===== config.mk =====
export PLATFORM = sky130hd
export DESIGN_NAME = psb_out_queue
export DESIGN_NICKNAME = d
export VERILOG_FILES = /design/src/psb_pkg.sv /design/src/psb_out_queue.sv
export SDC_FILE = /design/constraint.sdc
export NUM_CORES = 1
export LEC_CHECK = 0
export BUFFER_PORTS_ARGS = -buffer_cell sky130_fd_sc_hd__buf_2
export CAP_MARGIN = 0
export CORE_MARGIN = 2
export CORE_UTILIZATION = 25
export CTS_CLUSTER_DIAMETER = 120
export DETAILED_ROUTE_END_ITERATION = 10
export SLEW_MARGIN = 5
export SYNTH_ARGS = -nofsm -noshare
export SYNTH_HDL_FRONTEND = slang
export SYNTH_SLANG_ARGS = --single-unit

===== constraint.sdc =====
create_clock -name clk -period 2.72 [get_ports clk]
set_input_delay 0.68 -clock clk [delete_from_list [all_inputs] [get_ports clk]]
set_output_delay 0.68 -clock clk [all_outputs]
set_load 0.02 [all_outputs]

===== src/psb_pkg.sv =====
// Shared types and constants for the pixel sum binning block.
`default_nettype none
package psb_pkg;

    // Widths of the configuration registers and of the request fields.
    localparam int unsigned CFG_DATA_W  = 12;
    localparam int unsigned CFG_INDEX_W = 2;
    localparam int unsigned SHIFT_W     = 3;
    localparam int unsigned PIXEL_W     = 8;
    localparam int unsigned SUM_W       = 16;
    localparam int unsigned ACC_W       = 18;
    localparam int unsigned BIN_IDX_W   = 10;

    // Configuration register indexes.
    localparam logic [CFG_INDEX_W-1:0] REG_FRAME_WIDTH  = 2'd0;
    localparam logic [CFG_INDEX_W-1:0] REG_FRAME_HEIGHT = 2'd1;
    localparam logic [CFG_INDEX_W-1:0] REG_BIN_SHIFT    = 2'd2;

    // Reset values of the configuration registers.
    localparam logic [CFG_DATA_W-1:0] FRAME_WIDTH_RST  = 12'd640;
    localparam logic [CFG_DATA_W-1:0] FRAME_HEIGHT_RST = 12'd480;
    localparam logic [SHIFT_W-1:0]    BIN_SHIFT_RST    = 3'd1;

    // One finished bin as it travels to the output queue.
    typedef struct packed {
        logic [SUM_W-1:0]     sum;
        logic [BIN_IDX_W-1:0] row;
        logic [BIN_IDX_W-1:0] col;
        logic                 last;
    } psb_result_t;

    // Occupancy of the output queue as seen by the top level.
    typedef struct packed {
        logic [1:0] count;
    } psb_queue_status_t;

endpackage
`default_nettype wire


===== src/psb_out_queue.sv =====
// Two-entry output queue that decouples the accumulate stage from the output stall.
`default_nettype none
module psb_out_queue
    import psb_pkg::*;
(
    input  wire logic              clk,
    input  wire logic              rst_n,
    input  wire logic              push,
    input  wire psb_result_t       push_data,
    input  wire logic              pop_stall,
    output logic                   pop_valid,
    output psb_result_t            pop_data,
    output psb_queue_status_t      status
);

    psb_result_t entry_reg [2];
    logic        wr_ptr_reg;
    logic        wr_ptr_next;
    logic        rd_ptr_reg;
    logic        rd_ptr_next;
    logic [1:0]  count_reg;
    logic [1:0]  count_next;
    logic        pop;

    assign pop_valid    = (count_reg != 2'd0);
    assign pop_data     = entry_reg[rd_ptr_reg];
    assign pop          = pop_valid && !pop_stall;
    assign status.count = count_reg;

    // Pointer and occupancy update.
    always_comb
    begin
        wr_ptr_next = push ? ~wr_ptr_reg : wr_ptr_reg;
        rd_ptr_next = pop ? ~rd_ptr_reg : rd_ptr_reg;
        count_next  = count_reg;
        if (push && !pop)
        begin
            count_next = count_reg + 2'd1;
        end
        else if (pop && !push)
        begin
            count_next = count_reg - 2'd1;
        end
    end

    always_ff @(posedge clk or negedge rst_n)
    begin
        if (!rst_n)
        begin
            wr_ptr_reg <= 1'b0;
            rd_ptr_reg <= 1'b0;
            count_reg  <= 2'd0;
        end
        else
        begin
            wr_ptr_reg <= wr_ptr_next;
            rd_ptr_reg <= rd_ptr_next;
            count_reg  <= count_next;
        end
    end

    // Entry storage needs no reset.
    always_ff @(posedge clk)
    begin
        if (push)
        begin
            entry_reg[wr_ptr_reg] <= push_data;
        end
    end

endmodule
`default_nettype wire


==> reports/results.ini <==
[hold_path]
hp-class = in2async

[final_layout]
drive_gt1_frac = 0.619
nFillCells = 1127
synthToLayoutAreaGrowth_pct = 29.4
final_nets = 263
n_antenna_cell = 0
final-seq-area_sq_um = 2320
multiInputGateArea_sq_um = 588
largest_reg_flops = 74

[timing]
relSlewSlack = 0.733
post-route-period-util = 0.889
max_freq_mhz = 414
hold_ws_ns = 0.149
tns_ns = 0
hold_viol = 0
grt_setup_unrepaired = no
worst_pin_slew_ns = 0.400
drv_slew = 0
clock-skew-final_ns = 0.00275
layout_min_cycle_time_ns = 2.42
setup_violations = 0

[route]
ant_nets = 0
vias_per_cell = 3.95
dr_total_vias = 1459
drc = 0
detailedRoute.firstPassIterationCount = 3
wirelength_mm = 5.29
drt_iter0_markers = 41
avgRoutedWirePerCell_microns = 14.3

[die]
die_y_microns = 112
rows = 39
io_pins = 81
die-area_sq_um = 12600
core_area_sq_um = 11500
start_util = 0.256
die_x_microns = 112

[global_routing]
grt_overflow = 0
antenna_found_initial = 0
grt_pass1_wl_mm = 8.31
grt_pass1_vias = 1614
grt_max_degree = 27
track_usage = 0.0904

[clocking]
clk_latency_ns = 0.33
clk_pin_slew_ns = 0.05
post_cts_buffers = 0
cts_resized = 0
cts_buffers = 9
cts_tree = built
cts_hold_buffers = 0
cts.sinks = 78
cts_root_buf = clkbuf_16
cts_max_path_buffers = 2
htree_levels = 3

[critical_path]
cp_max_fo = 24
cp.arrival_ns = 1.74
setup.worst_path.end = pop_data[30]
critical-path-max-stage-delay_ns = 0.61
cp-end-kind = output port
r2r_slack_ns = 1.26
crit_cells = 3
cp-start-kind = flop
startpoint = rd_ptr_reg
crit_buf_inv = 2
required_ns = 2.04
cp_slowest_cell = dfrtp_2
r2r_start = status[0]
cpLargestDelayFamily = flip-flops
reg2reg_to = status[1]
path_cells = buf_12 > mux2_2 > buf_2
path_class = reg2out
ff2ff_path_depth = 6

[flow_run]
maxCapViolCount = 0

[placement]
io_buffers = 80
place_congestion = 0.609
dp_hpwl_mm = 3.68

[status]
outcome = completed

[synthesis]
syn-instance-count = 130
syn_area_sq_um = 2940
synth_nets = 172
yosys_warnings = 0
avgSynthCellArea_sq_um = 22.6
yosysSeqAreaShare = 0.790
ys_ff_latch = 78
yosysUniqueCellTypes = 14

[power]
powerDensity_nw_per_um2 = 1080
ir_drop_v = 0.000552
power.leakage_uw = 0.00149

-- per-stage QoR --
stage	utilization	setup slack, ns	instance area (sq um)	std cells	power, uW
after detailed placement	0.309	0.622	3550	353	3140
after CTS	0.332	0.253	3800	369	4180
final	0.332	0.302	3800	369	4100
after global placement	0.309	0.625	3550	353	3120
after floorplan	-	0.631	2940	130	2710
after global routing	0.332	0.204	3800	369	4320
-- synthesized netlist by cell type --
cell type,n,share of area
xnor2_1,2,0.0060
mux2_4,20,0.10
nand2b_2,1,0.0030
dfrtp_1,4,0.034
xor2_1,3,0.0089
or2_2,1,0.0021
ha_1,1,0.0043
mux2_2,17,0.065
and2_1,1,0.0021
nor2_1,1,0.0013
buf_6,3,0.011
edfxtp_1,74,0.76
buf_2,1,0.0017
nor2b_1,1,0.0021
-- cell usage in the layout, fill, tap and decap left out --
cell / count
clkinv_1: 1
nor2_1: 1
dfrtp_2: 1
clkinv_2: 5
buf_12: 2
or2_2: 1
edfxtp_1: 74
ha_1: 1
xnor2_1: 2
buf_4: 2
dfrtp_1: 3
clkbuf_16: 9
buf_2: 80
clkbuf_1: 1
mux2_4: 20
mux2_2: 17
nor2b_4: 1
xor2_1: 3
and2_2: 1
nand2b_2: 1
-- power by group --
part           total [uW]  switching [uW]  internal [uW]
Clock                1030             422            605
Sequential           1720             120           1600
Combinational        1350             737            612
Total                4100            1280           2820
-- worst register-to-register path, delay by kind of cell (launching register included) --
family / cells / cell delay, ns
and+or+nand+nor: 3 / 0.49
adders and majority gates: 1 / 0.15
DFF: 1 / 0.42
xor gates and xnor gates: 2 / 0.29
-- layout make-up --
cell class,count,share of cell area
clock buffers,10,0.0602
clock inverters,6,0.00757
multi-input cells,48,0.155
flip-flops and latches,78,0.611
well taps,143,0.0470
repair buffers,84,0.120
-- kinds of logic after synthesis --
kind of cell | synth area share
adders and majority gates | 0.00425
and+or+nand+nor | 0.0106
DFF | 0.790
muxes | 0.167
xor gates and xnor gates | 0.0149
buffers and inverters | 0.0132
-- how the worst min path moves through the flow --
stage               slack, ns      start          to
global placement         0.47  status[1]   status[1]
floorplan                0.38      rst_n  rd_ptr_reg
global route             0.13      rst_n   status[0]
detailed placement       0.48  status[1]   status[1]
finish                   0.15      rst_n   status[1]
CTS                      0.14      rst_n   status[1]
-- per-layer routing --
| metal | vias up | global-route usage | part of all wire |
|---|---|---|---|
| met5 | - | 0 | 0 |
| met4 | 0 | 0.0366 | 0.019 |
| met3 | 9 | 0.0529 | 0.087 |
| met2 | 55 | 0.151 | 0.51 |
| met1 | 710 | 0.0934 | 0.39 |
| li1 | 685 | - | - |
Power figures use the tool's default switching activity.
